**config.mk**
```make
export PLATFORM = sky130hd
export DESIGN_NAME = rgb_blink_breathe_pattern
export DESIGN_NICKNAME = d
export VERILOG_FILES = /design/src/sv/rbb_pkg.sv /design/src/sv/rbb_front.sv /design/src/sv/rbb_queue.sv /design/src/sv/rgb_blink_breathe_pattern.sv
export SDC_FILE = /design/constraint.sdc
export NUM_CORES = 1
export LEC_CHECK = 0
export ABC_AREA = 1
export BUFFER_PORTS_ARGS = -buffer_cell sky130_fd_sc_hd__buf_2
export CAP_MARGIN = 20
export CORE_ASPECT_RATIO = 1.5
export CORE_UTILIZATION = 40
export DETAILED_ROUTE_END_ITERATION = 7
export HOLD_SLACK_MARGIN = 0.05
export MAX_ROUTING_LAYER = met4
export SYNTH_ARGS = -nofsm -noshare
export SYNTH_HDL_FRONTEND = slang
export SYNTH_SLANG_ARGS = --single-unit
```
**constraint.sdc**
```tcl
create_clock -name clk -period 7 [get_ports clk]
set_input_delay 0.7 -clock clk [delete_from_list [all_inputs] [get_ports clk]]
set_output_delay 0.7 -clock clk [all_outputs]
set_load 0.05 [all_outputs]
```
**src/sv/rbb_pkg.sv**
```systemverilog
// Shared types, codes and constants for the LED blink / breathe pattern generator.
// Holds the mode and register index codes, the reset values and the breathe wave table.
// No dependencies.
package rbb_pkg;

  localparam int TIME_W_DEF  = 32;
  localparam int NOW_W       = 32;
  localparam int LEVEL_W     = 8;
  localparam int PERIOD_W    = 16;
  localparam int MODE_W      = 3;
  localparam int CFG_IDX_W   = 2;
  localparam int CFG_DATA_W  = 16;
  localparam int PHASE_W     = 6;
  localparam int QUEUE_DEPTH = 4;

  localparam logic [MODE_W-1:0] MODE_OFF     = 3'd0;
  localparam logic [MODE_W-1:0] MODE_ON      = 3'd1;
  localparam logic [MODE_W-1:0] MODE_SLOW    = 3'd2;
  localparam logic [MODE_W-1:0] MODE_FAST    = 3'd3;
  localparam logic [MODE_W-1:0] MODE_BREATHE = 3'd4;

  localparam logic [CFG_IDX_W-1:0] REG_MODE    = 2'd0;
  localparam logic [CFG_IDX_W-1:0] REG_FAST    = 2'd1;
  localparam logic [CFG_IDX_W-1:0] REG_SLOW    = 2'd2;
  localparam logic [CFG_IDX_W-1:0] REG_BREATHE = 2'd3;

  localparam logic [PERIOD_W-1:0] FAST_RST    = 16'd300;
  localparam logic [PERIOD_W-1:0] SLOW_RST    = 16'd800;
  localparam logic [PERIOD_W-1:0] BREATHE_RST = 16'd40;

  localparam logic [LEVEL_W-1:0] LEVEL_DARK = 8'd0;
  localparam logic [LEVEL_W-1:0] LEVEL_FULL = 8'd255;

  // One result word handed from the front end to the output queue.
  typedef struct packed {
    logic               vld;
    logic [LEVEL_W-1:0] level;
  } push_t;

  // Sine brightness table, one full period over 64 steps.
  function automatic logic [LEVEL_W-1:0] wave_level(input logic [PHASE_W-1:0] idx);
    logic [LEVEL_W-1:0] lv;
    case (idx)
      6'd0:  lv = 8'd128;  6'd1:  lv = 8'd140;  6'd2:  lv = 8'd153;  6'd3:  lv = 8'd165;
      6'd4:  lv = 8'd177;  6'd5:  lv = 8'd188;  6'd6:  lv = 8'd199;  6'd7:  lv = 8'd209;
      6'd8:  lv = 8'd218;  6'd9:  lv = 8'd226;  6'd10: lv = 8'd234;  6'd11: lv = 8'd240;
      6'd12: lv = 8'd245;  6'd13: lv = 8'd250;  6'd14: lv = 8'd253;  6'd15: lv = 8'd254;
      6'd16: lv = 8'd254;  6'd17: lv = 8'd253;  6'd18: lv = 8'd250;  6'd19: lv = 8'd245;
      6'd20: lv = 8'd240;  6'd21: lv = 8'd234;  6'd22: lv = 8'd226;  6'd23: lv = 8'd218;
      6'd24: lv = 8'd209;  6'd25: lv = 8'd199;  6'd26: lv = 8'd188;  6'd27: lv = 8'd177;
      6'd28: lv = 8'd165;  6'd29: lv = 8'd153;  6'd30: lv = 8'd140;  6'd31: lv = 8'd128;
      6'd32: lv = 8'd128;  6'd33: lv = 8'd116;  6'd34: lv = 8'd103;  6'd35: lv = 8'd91;
      6'd36: lv = 8'd79;   6'd37: lv = 8'd68;   6'd38: lv = 8'd57;   6'd39: lv = 8'd47;
      6'd40: lv = 8'd38;   6'd41: lv = 8'd30;   6'd42: lv = 8'd22;   6'd43: lv = 8'd16;
      6'd44: lv = 8'd11;   6'd45: lv = 8'd6;    6'd46: lv = 8'd3;    6'd47: lv = 8'd2;
      6'd48: lv = 8'd2;    6'd49: lv = 8'd3;    6'd50: lv = 8'd6;    6'd51: lv = 8'd11;
      6'd52: lv = 8'd16;   6'd53: lv = 8'd22;   6'd54: lv = 8'd30;   6'd55: lv = 8'd38;
      6'd56: lv = 8'd47;   6'd57: lv = 8'd57;   6'd58: lv = 8'd68;   6'd59: lv = 8'd79;
      6'd60: lv = 8'd91;   6'd61: lv = 8'd103;  6'd62: lv = 8'd116;  6'd63: lv = 8'd128;
      default: lv = 8'd128;
    endcase
    return lv;
  endfunction

endpackage

```
**src/sv/rbb_front.sv**
```systemverilog
// Front end: configuration registers, tick acceptance and pattern decision.
// Holds the last change time and the shared phase; pushes result words to the queue.
// Depends on rbb_pkg.
module rbb_front #(
  parameter int TIME_WIDTH = rbb_pkg::TIME_W_DEF
) (
  input  logic                                clk,
  input  logic                                rst_n,
  input  logic                                cfg_we,
  input  logic [rbb_pkg::CFG_IDX_W-1:0]       cfg_index,
  input  logic [rbb_pkg::CFG_DATA_W-1:0]      cfg_wdata,
  input  logic                                in_valid,
  output logic                                in_stall,
  input  logic [rbb_pkg::NOW_W-1:0]           in_now_ms,
  input  logic                                q_full,
  output rbb_pkg::push_t                      push
);
  import rbb_pkg::*;

  logic [MODE_W-1:0]     mode_r, mode_nxt;
  logic [PERIOD_W-1:0]   fast_r, fast_nxt;
  logic [PERIOD_W-1:0]   slow_r, slow_nxt;
  logic [PERIOD_W-1:0]   breathe_r, breathe_nxt;
  logic [TIME_WIDTH-1:0] last_change_r, last_change_nxt;
  logic [PHASE_W-1:0]    phase_r, phase_nxt;

  logic                  tick_acc;
  logic [TIME_WIDTH-1:0] now;
  logic [TIME_WIDTH-1:0] elapsed;
  logic [PERIOD_W-1:0]   interval;
  logic                  timed;
  logic                  step;
  logic                  emit;
  logic [LEVEL_W-1:0]    level;
  logic                  mode_wr;

  assign in_stall = q_full;
  assign tick_acc = in_valid & ~q_full;
  assign now      = in_now_ms[TIME_WIDTH-1:0];
  assign elapsed  = now - last_change_r;
  assign mode_wr  = cfg_we && (cfg_index == REG_MODE);

  always_comb begin
    timed    = 1'b0;
    emit     = 1'b0;
    level    = LEVEL_DARK;
    interval = breathe_r;
    case (mode_r)
      MODE_OFF: begin
        emit  = 1'b1;
        level = LEVEL_DARK;
      end
      MODE_ON: begin
        emit  = 1'b1;
        level = LEVEL_FULL;
      end
      MODE_SLOW: begin
        timed    = 1'b1;
        interval = slow_r;
        level    = phase_r[0] ? LEVEL_DARK : LEVEL_FULL;
      end
      MODE_FAST: begin
        timed    = 1'b1;
        interval = fast_r;
        level    = phase_r[0] ? LEVEL_DARK : LEVEL_FULL;
      end
      MODE_BREATHE: begin
        timed    = 1'b1;
        interval = breathe_r;
        level    = wave_level(phase_r);
      end
      default: begin
        emit = 1'b0;
      end
    endcase
    step = timed && (elapsed >= TIME_WIDTH'(interval));
    if (step) begin
      emit = 1'b1;
    end
  end

  assign push.vld   = tick_acc && emit;
  assign push.level = level;

  always_comb begin
    mode_nxt        = mode_r;
    fast_nxt        = fast_r;
    slow_nxt        = slow_r;
    breathe_nxt     = breathe_r;
    last_change_nxt = last_change_r;
    phase_nxt       = phase_r;
    if (tick_acc && step) begin
      last_change_nxt = now;
      phase_nxt       = phase_r + 1'b1;
    end
    if (cfg_we) begin
      case (cfg_index)
        REG_MODE: begin
          mode_nxt        = cfg_wdata[MODE_W-1:0];
          last_change_nxt = '0;
        end
        REG_FAST: begin
          if (cfg_wdata != '0) fast_nxt = cfg_wdata[PERIOD_W-1:0];
        end
        REG_SLOW: begin
          if (cfg_wdata != '0) slow_nxt = cfg_wdata[PERIOD_W-1:0];
        end
        REG_BREATHE: begin
          if (cfg_wdata != '0) breathe_nxt = cfg_wdata[PERIOD_W-1:0];
        end
        default: begin
          mode_nxt = mode_r;
        end
      endcase
    end
  end

  always_ff @(posedge clk) begin
    if (!rst_n) begin
      mode_r        <= MODE_OFF;
      fast_r        <= FAST_RST;
      slow_r        <= SLOW_RST;
      breathe_r     <= BREATHE_RST;
      last_change_r <= '0;
      phase_r       <= '0;
    end else begin
      mode_r        <= mode_nxt;
      fast_r        <= fast_nxt;
      slow_r        <= slow_nxt;
      breathe_r     <= breathe_nxt;
      last_change_r <= last_change_nxt;
      phase_r       <= phase_nxt;
    end
  end

  // An accepted timed step always advances the phase by exactly one.
  a_phase_step: assert property (@(posedge clk) disable iff (!rst_n)
    (tick_acc && step) |=> (phase_r == $past(phase_r) + 1'b1))
    else $error("phase did not advance on a pattern step");

  a_mode_clear: assert property (@(posedge clk) disable iff (!rst_n)
    mode_wr |=> (last_change_r == '0))
    else $error("mode write did not clear the change time");

  a_push_acc: assert property (@(posedge clk) disable iff (!rst_n)
    push.vld |-> (in_valid && !q_full))
    else $error("word pushed without an accepted tick");

endmodule

```
**src/sv/rbb_queue.sv**
```systemverilog
// Output queue: a short FIFO of brightness words between the front end and the result port.
// The head entry drives the result channel directly, so a stalled word holds still.
// Depends on rbb_pkg.
module rbb_queue (
  input  logic                          clk,
  input  logic                          rst_n,
  input  rbb_pkg::push_t                push,
  output logic                          q_full,
  output logic                          out_valid,
  input  logic                          out_stall,
  output logic [rbb_pkg::LEVEL_W-1:0]   out_brightness
);
  import rbb_pkg::*;

  localparam int PTR_W = $clog2(QUEUE_DEPTH);
  localparam int CNT_W = PTR_W + 1;

  logic [LEVEL_W-1:0] mem_r [QUEUE_DEPTH];
  logic [PTR_W-1:0]   wr_ptr_r, wr_ptr_nxt;
  logic [PTR_W-1:0]   rd_ptr_r, rd_ptr_nxt;
  logic [CNT_W-1:0]   count_r, count_nxt;
  logic               pop;

  assign q_full         = (count_r == CNT_W'(QUEUE_DEPTH));
  assign out_valid      = (count_r != '0);
  assign out_brightness = mem_r[rd_ptr_r];
  assign pop            = out_valid && !out_stall;

  always_comb begin
    wr_ptr_nxt = push.vld ? wr_ptr_r + 1'b1 : wr_ptr_r;
    rd_ptr_nxt = pop ? rd_ptr_r + 1'b1 : rd_ptr_r;
    count_nxt  = count_r;
    if (push.vld && !pop) begin
      count_nxt = count_r + 1'b1;
    end else if (!push.vld && pop) begin
      count_nxt = count_r - 1'b1;
    end
  end

  always_ff @(posedge clk) begin
    if (push.vld) begin
      mem_r[wr_ptr_r] <= push.level;
    end
  end

  always_ff @(posedge clk) begin
    if (!rst_n) begin
      wr_ptr_r <= '0;
      rd_ptr_r <= '0;
      count_r  <= '0;
    end else begin
      wr_ptr_r <= wr_ptr_nxt;
      rd_ptr_r <= rd_ptr_nxt;
      count_r  <= count_nxt;
    end
  end

  a_no_overflow: assert property (@(posedge clk) disable iff (!rst_n)
    push.vld |-> !q_full)
    else $error("push into a full queue");

  a_count_range: assert property (@(posedge clk) disable iff (!rst_n)
    count_r <= CNT_W'(QUEUE_DEPTH))
    else $error("queue count out of range");

  // The fill count follows the pointers.
  a_ptr_track: assert property (@(posedge clk) disable iff (!rst_n)
    (PTR_W'(wr_ptr_r - rd_ptr_r) == count_r[PTR_W-1:0]))
    else $error("queue pointers disagree with count");

endmodule

```
**src/sv/rgb_blink_breathe_pattern.sv**
```systemverilog
// Top level of the LED blink / breathe pattern generator.
// Instantiates the front end (rbb_front) and the output queue (rbb_queue); uses rbb_pkg.
//
//   channel  ports                                 carries
//   in       in_valid, in_stall, in_now_ms         one tick with the millisecond time
//   out      out_valid, out_stall, out_brightness  one brightness word
//   cfg      cfg_we, cfg_index, cfg_wdata          register write, no read-back
//
// A tick is decided in the cycle it is accepted and its word, if any, is registered into the
// output queue behind any older words; one tick per cycle is sustained while the queue has room.
// The four-entry output queue sets how far the result side may stall before in_stall rises.
// Reset is synchronous on rst_n and empties the queue; there is no clearing pass.
module rgb_blink_breathe_pattern #(
  parameter int TIME_WIDTH = rbb_pkg::TIME_W_DEF
) (
  input  logic                           clk,
  input  logic                           rst_n,
  input  logic                           cfg_we,
  input  logic [rbb_pkg::CFG_IDX_W-1:0]  cfg_index,
  input  logic [rbb_pkg::CFG_DATA_W-1:0] cfg_wdata,
  input  logic                           in_valid,
  output logic                           in_stall,
  input  logic [rbb_pkg::NOW_W-1:0]      in_now_ms,
  output logic                           out_valid,
  input  logic                           out_stall,
  output logic [rbb_pkg::LEVEL_W-1:0]    out_brightness
);
  import rbb_pkg::*;

  push_t push;
  logic  q_full;

  rbb_front #(
    .TIME_WIDTH(TIME_WIDTH)
  ) u_front (
    .clk       (clk),
    .rst_n     (rst_n),
    .cfg_we    (cfg_we),
    .cfg_index (cfg_index),
    .cfg_wdata (cfg_wdata),
    .in_valid  (in_valid),
    .in_stall  (in_stall),
    .in_now_ms (in_now_ms),
    .q_full    (q_full),
    .push      (push)
  );

  rbb_queue u_queue (
    .clk            (clk),
    .rst_n          (rst_n),
    .push           (push),
    .q_full         (q_full),
    .out_valid      (out_valid),
    .out_stall      (out_stall),
    .out_brightness (out_brightness)
  );

endmodule
```
Word-level counts from Yosys, hierarchy flattened
Memories as Yosys holds them, arrays and structs flattened. A register that Yosys moved wholly into a read port is not among the register bits.
Cells that the tools add are included.
- register bits: 96
- bits in latches: 0
- memory bits (writable): 32
- ROM bits: 512
- input bits: 55
- output and inout bits: 10
- word-level logic and storage cells: 66
- memories: 2
- $add $sub $neg: 6
- multiply operators: 0
- divide/modulo/power cells: 0
- magnitude comparators: 1
- equal/unequal tests: 8
- shift operators: 0
- muxes and demuxes: 17
- bitwise gates (word level): 2
- reductions and logical operators: 21
- memory list (name ; words ; bits a word ; rd ports ; clocked after Yosys merged registers in ; wr ports ; line ; text):
    (no name shown) ; 64 ; 8 ; 1 ; 1 ; 0 ; rbb_pkg.sv:43 ; case (idx)
    u_queue.mem_r ; 4 ; 8 ; 1 ; 1 ; 1 ; rbb_queue.sv:18 ; logic [LEVEL_W-1:0] mem_r [QUEUE_DEPTH];
- operator list (operator ; count):
    2-to-1 mux 32 bit ; 3
    >= comparator 32 x 16 -> 1 bit ; 1
    case mux 16 bit (2 select lines) ; 1
    subtractor 32 bit ; 1
    case mux 8 bit (3 select lines) ; 1
    nonzero test 16 bit ; 1
    2-to-1 mux 6 bit ; 2
    AND reduction 3 bit ; 3
    2-to-1 mux 8 bit ; 1
    adder 6 x 1 -> 6 bit (second input constant) ; 1
    equality test 3 x 2 -> 1 bit (second input constant) ; 2
    equality test 3 bit (second input constant) ; 2
    logical AND 1 bit ; 6
    2-to-1 mux 3 bit ; 2
    2-to-1 mux 1 bit ; 5
    adder 2 x 1 -> 2 bit (second input constant) ; 2
    equality test 2 bit (second input constant) ; 2
    2-to-1 mux 2 bit ; 2
    OR reduction 2 bit ; 2
    adder 3 x 1 -> 3 bit (second input constant) ; 1
    equality test 3 x 1 -> 1 bit (second input constant) ; 1
    zero test 1 bit ; 3
    zero test 3 bit ; 1
    nonzero test 3 bit ; 1
    other kinds (8) ; 8

Depth between registers and ports, before layout
Gate-level depths: netlist (run 1).
- depth in word-level cells: 10
- depth in mapped cells: 36
- depth with buffers taken out: 36

Modules after synthesis
A second synthesis (run 1) with hierarchy kept.
- cell total of the unflattened synthesis: 1403
- area total of the unflattened synthesis: 9400.3 µm²
- modules (own cells, without submodules) (module ; times used ; cells an instance ; area an instance (µm²) ; sequential area each (µm²)):
    rbb_front ; 1 ; 1264 ; 7744.9 ; 1941.9
    rbb_queue ; 1 ; 139 ; 1655.3 ; 1141.1

Worst setup path before layout (run 1)
Ideal clock, no wire load.
- path kind: input to register
- start point: input port in_now_ms[0] in the netlist's numbering
- end point: register with a tool-made name
- library setup time: 112 ps
- data arrival time: 4084 ps
- data required time: 6888 ps
- setup slack: 2804 ps
- cell stages on the path: 29
- buffers on the path: 1
- path through: inv_1 -> ha_1 -> fa_1 -> inv_1 -> nand3_1 -> nand3_1 -> nand3_1 -> nand3_1 -> xor2_1 -> ha_1 -> a21oi_1 -> nor3_1 -> a211oi_1 -> nand3_1 -> nor2_1 -> nand2_1 -> nor2_4 -> nand2_4 -> nand2_4 -> buf_6 -> nand2_4 -> nand2_2 -> nand2_2 -> ha_1 -> or2_2 -> nand3_1 -> nand4_1 -> nand3_1 -> nand2_1
- RTL lines (item ; line ; text):
    start: declaration ; rgb_blink_breathe_pattern.sv:23 ; input logic [rbb_pkg::NOW_W-1:0] in_now_ms,

==> results.sh, run 1 <==
export IMPL_final_min_clock_period_ps=5270
export IMPL_dpl_cell_area_um2=9770
export IMPL_worst_slew_pin_slew_ps=874
export IMPL_clk_path_buf_depth=2
export IMPL_status="completed"
export IMPL_final_setup_tns_ps=0
export IMPL_postCtsSetupRepairBufs=0
export IMPL_fp_row_count=67
export IMPL_synth_cell_types=41
export IMPL_crit_slowest_cell="nand2_4"
export IMPL_hold_viol=0
export IMPL_cpMostUsedCell="nand2_1"
export IMPL_grt_setup_unrepaired="no"
export IMPL_postSynthNetCount=1514
export IMPL_syn_area_um2=9250
export IMPL_area_growth_pct=12.1
export IMPL_detail_route_iter0_violations=393
export IMPL_vdd_ir_drop_max_uv=175
export IMPL_ys_seq_elements=138
export IMPL_nNetsFinal=1564
export IMPL_drt_pass1_iter_count=5
export IMPL_total_via_count_after_detailed_routing=8692
export IMPL_synthFlopType="dfxtp_1"
export IMPL_clock_tree_from_tritoncts="done"
export IMPL_max_stage_delay_ps=560
export IMPL_grt_total_usage_pct=23.1
export IMPL_first_global_vias=8277
export IMPL_finalWeightedCongestion=0.966
export IMPL_dp_hpwl_um=19700
export IMPL_synth_async_sr_flop_share_pct=0
export IMPL_drt_antenna_violating_nets=0
export IMPL_final_cell_area_um2=10400
export IMPL_mostFrequentLayoutCell="nand2_1"
export IMPL_yosysTopAreaCell="dfxtp_1"
export IMPL_post_cts_clock_slew_at_the_launch_and_capture_registers_of_the_worst_setup_and_hold_paths_ps=60
export IMPL_timing_critical_path_fanout_max=69
export IMPL_grt_pass1_wl_um=41400
export IMPL_postCtsResizedCells=0
export IMPL_synth_area_leaders="dfxtp_1, nand2_1, edfxtp_1"
export IMPL_wl_per_cell_um=14.8
export IMPL_netlist_instances=1397
export IMPL_cts_buffers=17
export IMPL_ioPinCount=65
export IMPL_root_buffer="clkbuf_16"
export IMPL_clk_latency_ps=430
export IMPL_setup_skew_after_layout_ps=8.05
export IMPL_yosysTopAreaCellShare_pct=23.0
export IMPL_critPathArrivalTime_ps=5640
export IMPL_p_leak_nw=5.21
export IMPL_global_route_overflow_total=0
export IMPL_clock_sink_count=138
export IMPL_initial_utilization_pct=41.0
export IMPL_hold_path_class="register to register"
export IMPL_p_per_area_nw_per_um2=259
export IMPL_layout_filler_cells=2356
export IMPL_final_period_utilization_pct=75.3
export IMPL_cts_hold_repair_buffers=0
export IMPL_ratio_of_cells_with_drive_above_1_in_the_final_layout_pct=9.66
export IMPL_htree_levels=4
export IMPL_end_kind="register"
export IMPL_report_final_setup_viol=0
export IMPL_die_area_um2=23700
export IMPL_timing_setup_critical_path_class="register to register"
export IMPL_max_freq_mhz=190
export IMPL_io_buffer_count=64
export IMPL_critical_path_source_type="register"
export IMPL_maxCapViolCount=0
export IMPL_detail_route_vias_per_cell=5.01
export IMPL_die_y_um=188
export IMPL_insertedDiodeCount=0
export IMPL_edff_count_synth=32
export IMPL_layout_common_cells="nand2_1, inv_1, nor2_1"
export IMPL_die_w_um=126
export IMPL_core_um2=22600
export IMPL_headroom_to_the_max_slew_limit_pct=41.7
export IMPL_maximum_number_of_pins_on_one_net_before_global_route_repair=70
export IMPL_finalMaxSlewViolations=0
export IMPL_synth_warning_count=0
export IMPL_required_ps=7370
export IMPL_drc=0
export IMPL_route_final_wire_length_um=25700
export IMPL_grt_antenna_before_repair=0
export IMPL_ys_seq_area_share_pct=33.3
export IMPL_synth_area_per_cell_um2=6.62
==> layer usage <==
metal / up-vias / share of wire, % / global-route usage (%)
met5: - / 0 / -
met4: 0 / 5.4 / 13.1
met3: 72 / 2.8 / 3.61
met2: 181 / 53 / 42.2
met1: 3874 / 39 / 23.3
li1: 4565 / - / -
==> worst paths after layout <==
path                              from              endpoint  slack, ps  depth (start not counted)
setup / recovery     u_front.mode_r[1]              register       1730                         30
hold / removal    u_front.breathe_r[5]  u_front.breathe_r[5]        460                          2
setup reg to reg     u_front.mode_r[1]              register       1730                         30
hold reg to reg   u_front.breathe_r[5]  u_front.breathe_r[5]        460                          2
==> logic make-up (layout without fill, tap and decap cells) <==
| group | count (synthesis) | in the layout | share of synthesized area [%] |
|---|---|---|---|
| xor+xnor | 20 | 20 | 1.89 |
| compound gates | 196 | 196 | 12.5 |
| flops | 138 | 138 | 33.3 |
| buf+inv | 276 | 339 | 11.5 |
| simple gates | 705 | 705 | 32.2 |
| fa+ha+maj | 62 | 62 | 8.55 |
==> area by class of cell <==
class / instances / area (um2) / area share (%)
clock buffers: 20 / 447 / 4.31
clock inverters: 12 / 146 / 1.41
repair buffers: 68 / 350 / 3.38
inverters: 239 / 897 / 8.66
multi-input cells: 983 / 5090 / 49.2
well taps: 276 / 345 / 3.33
flip-flops and latches: 138 / 3080 / 29.7
==> flip-flops by register name, indices dropped and copies added, names as in the netlist, named ones only <==
register               cells
u_queue.wr_ptr_r           2
u_queue.rd_ptr_r           2
u_front.fast_r            16
u_front.slow_r            16
u_queue.mem_r             32
u_front.breathe_r         16
u_front.last_change_r     32
u_front.phase_r            6
u_queue.count_r            3
u_front.mode_r             3
==> per-stage QoR <==
step | total power [mW] | setup slack [ps] | hold WS [ps] | util (%) | std cells
2_1_floorplan | 1.56 | 2800 | 421 | - | 1397
3_3_place_gp | 1.78 | 1350 | 437 | 43.3 | 1704
3_5_place_dp | 1.79 | 1410 | 443 | 43.3 | 1704
4_1_cts | 2.71 | 1720 | 458 | 46.0 | 1736
5_1_grt | 2.85 | 1130 | 480 | 46.0 | 1736
6_report | 2.68 | 1730 | 456 | 46.0 | 1736
==> Yosys cell counts (4+ instances only) <==
master and number:
o22ai_1 13, nand2_1 383, nand2_4 4, edfxtp_1 32
a211oi_1 32, dfxtp_1 106, nand3_2 5, inv_2 6
inv_1 231, a21oi_1 55, nor4_1 5, nand3_1 90
o211ai_1 4, clkbuf_1 24, nand4_1 14, o221ai_1 11
nor2_2 8, o21ai_1 5, o21ai_0 69, ha_1 60
nor2_1 163, buf_2 10, nand2_2 12, xor2_1 18
nor3_1 12
==> power breakdown <==
part	internal, mW	switching (mW)
registers	0.899	0.0410
logic	0.252	0.574
clock network	0.567	0.347
==> worst max-delay path: cells and delay by family, from the launching register on <==
family          cells  cell delay, ps
fa+ha+maj           2             760
simple gates       22            2980
compound gates      3             440
flops               1             380
buf+inv             3             640
(Power assumes the default switching activity.)
==> run 2, diff against run 1 <==
==> constraint.sdc (replaced) <==
create_clock -name clk -period 4.8 [get_ports clk]
set_input_delay 0.48 -clock clk [delete_from_list [all_inputs] [get_ports clk]]
set_output_delay 0.48 -clock clk [all_outputs]
set_load 0.05 [all_outputs]
==> results.sh, run 2 (synthesized netlist as in run 1, its figures left out) <==
export IMPL_clock_tree_from_tritoncts="done"
export IMPL_crit_slowest_cell="ha_1"
export IMPL_first_global_vias=8489
export IMPL_io_buffer_count=64
export IMPL_core_um2=22600
export IMPL_final_instance_count_excl_fill=1748
export IMPL_postCtsSetupRepairBufs=0
export IMPL_detail_route_vias_per_cell=5.03
export IMPL_dp_hpwl_um=20200
export IMPL_end_kind="register"
export IMPL_finalMaxSlewViolations=0
export IMPL_largest_registers="u_front.last_change_r (32), u_queue.mem_r (32)"
export IMPL_worst_slew_pin_slew_ps=987
export IMPL_nNetsFinal=1575
export IMPL_initial_utilization_pct=41.0
export IMPL_grt_antenna_before_repair=1
export IMPL_min_delay_path_depth=3
export IMPL_global_route_overflow_total=0
export IMPL_p_leak_nw=5.25
export IMPL_setup_skew_after_layout_ps=10.5
export IMPL_report_final_setup_viol=0
export IMPL_final_period_utilization_pct=93.3
export IMPL_htree_levels=4
export IMPL_maximum_number_of_pins_on_one_net_before_global_route_repair=63
export IMPL_mostFrequentLayoutCell="nand2_1"
export IMPL_cts_buffers=17
export IMPL_headroom_to_the_max_slew_limit_pct=33.7
export IMPL_post_cts_clock_slew_at_the_launch_and_capture_registers_of_the_worst_setup_and_hold_paths_ps=60
export IMPL_max_stage_delay_ps=370
export IMPL_clk_latency_ps=430
export IMPL_p_total_mw=3.93
export IMPL_status="completed"
export IMPL_drt_pass1_iter_count=5
export IMPL_timing_setup_critical_path_class="register to register"
export IMPL_clk_path_buf_depth=2
export IMPL_required_ps=5100
export IMPL_timing_critical_path_fanout_max=8
export IMPL_die_w_um=126
export IMPL_total_via_count_after_detailed_routing=8788
export IMPL_clock_sink_count=138
export IMPL_place_ws_ps=87.9
export IMPL_ioPinCount=65
export IMPL_hold_path_class="input pin to register"
export IMPL_ratio_of_cells_with_drive_above_1_in_the_final_layout_pct=10.5
export IMPL_final_setup_worst_slack_ps=319
export IMPL_layout_filler_cells=2349
export IMPL_cts_hold_repair_buffers=0
export IMPL_final_min_clock_period_ps=4480
export IMPL_dpl_cell_area_um2=9870
export IMPL_final_cell_area_um2=10500
export IMPL_wl_per_cell_um=15.1
export IMPL_p_per_area_nw_per_um2=375
export IMPL_detail_route_iter0_violations=480
export IMPL_fp_row_count=67
export IMPL_hold_slack_ps=323
export IMPL_finalWeightedCongestion=0.967
export IMPL_max_freq_mhz=223
export IMPL_final_util_pct=46.4
export IMPL_critPathArrivalTime_ps=4790
export IMPL_layout_common_cells="nand2_1, inv_1, nor2_1"
export IMPL_hold_viol=0
export IMPL_drt_antenna_violating_nets=0
export IMPL_grt_setup_unrepaired="no"
export IMPL_maxCapViolCount=0
export IMPL_final_setup_tns_ps=0
export IMPL_root_buffer="clkbuf_16"
export IMPL_area_growth_pct=13.2
export IMPL_critical_path_source_type="register"
export IMPL_grt_pass1_wl_um=42500
export IMPL_route_final_wire_length_um=26500
export IMPL_vdd_ir_drop_max_uv=273
export IMPL_drc=0
export IMPL_die_y_um=188
export IMPL_die_area_um2=23700
export IMPL_r2r_cells=28
export IMPL_grt_total_usage_pct=23.8
export IMPL_placed_cells=1715
==> run 2: final timing paths <==
kind | startpoint | end | slack [ps]
min | cfg_wdata[3] | u_front.fast_r[3] | 320
max | u_front.last_change_r[8] | register | 320
min reg2reg | u_front.breathe_r[5] | u_front.breathe_r[5] | 450
max reg2reg | u_front.last_change_r[8] | register | 320
==> run 2: timing repair <==
| action | 4_1_cts | 5_1_grt |
|---|---|---|
| hold endpoints to repair | 0 | 0 |
| endpoints found under the setup margin | 0 | 1 |
| resized for setup | 0 | 1 |
==> run 2: final cells by class <==
type / count / area (um2) / area share (%)
antenna: 1 / 2.50 / 0.0239
clock buffer: 17 / 425 / 4.06
clock inverter: 15 / 173 / 1.65
inverter: 239 / 897 / 8.57
multi-input combinational: 983 / 5100 / 48.7
sequential: 138 / 3080 / 29.4
tap: 276 / 345 / 3.30
timing repair buffer: 79 / 445 / 4.25
==> run 2: where the power goes <==
part / leakage (nW) / internal (mW) / switching [mW] / total (mW)
Sequential: 1.17 / 1.31 / 0.0595 / 1.37
Clock: 0.287 / 0.815 / 0.526 / 1.34
Combinational: 3.80 / 0.375 / 0.842 / 1.22
==> run 2: layer usage <==
| layer | share of wire, % | vias to the layer above | GRT usage, % | wire length [um] |
|---|---|---|---|---|
| li1 | - | 4603 | - | - |
| met1 | 38 | 3939 | 23.2 | 9960 |
| met2 | 54 | 184 | 44.5 | 14300 |
| met3 | 3.3 | 62 | 3.58 | 861 |
| met4 | 4.9 | 0 | 13.6 | 1290 |
| met5 | 0 | - | - | 0 |
==> run 2: critical path: cells and delay by family, from the launching register on <==
kind                     cells  cell delay, ps
flip-flops                   1             310
buffers and inverters        2             130
XOR/XNOR                     1             280
adder cells (fa/ha/maj)      3             930
AND/OR/NAND/NOR             22            2700
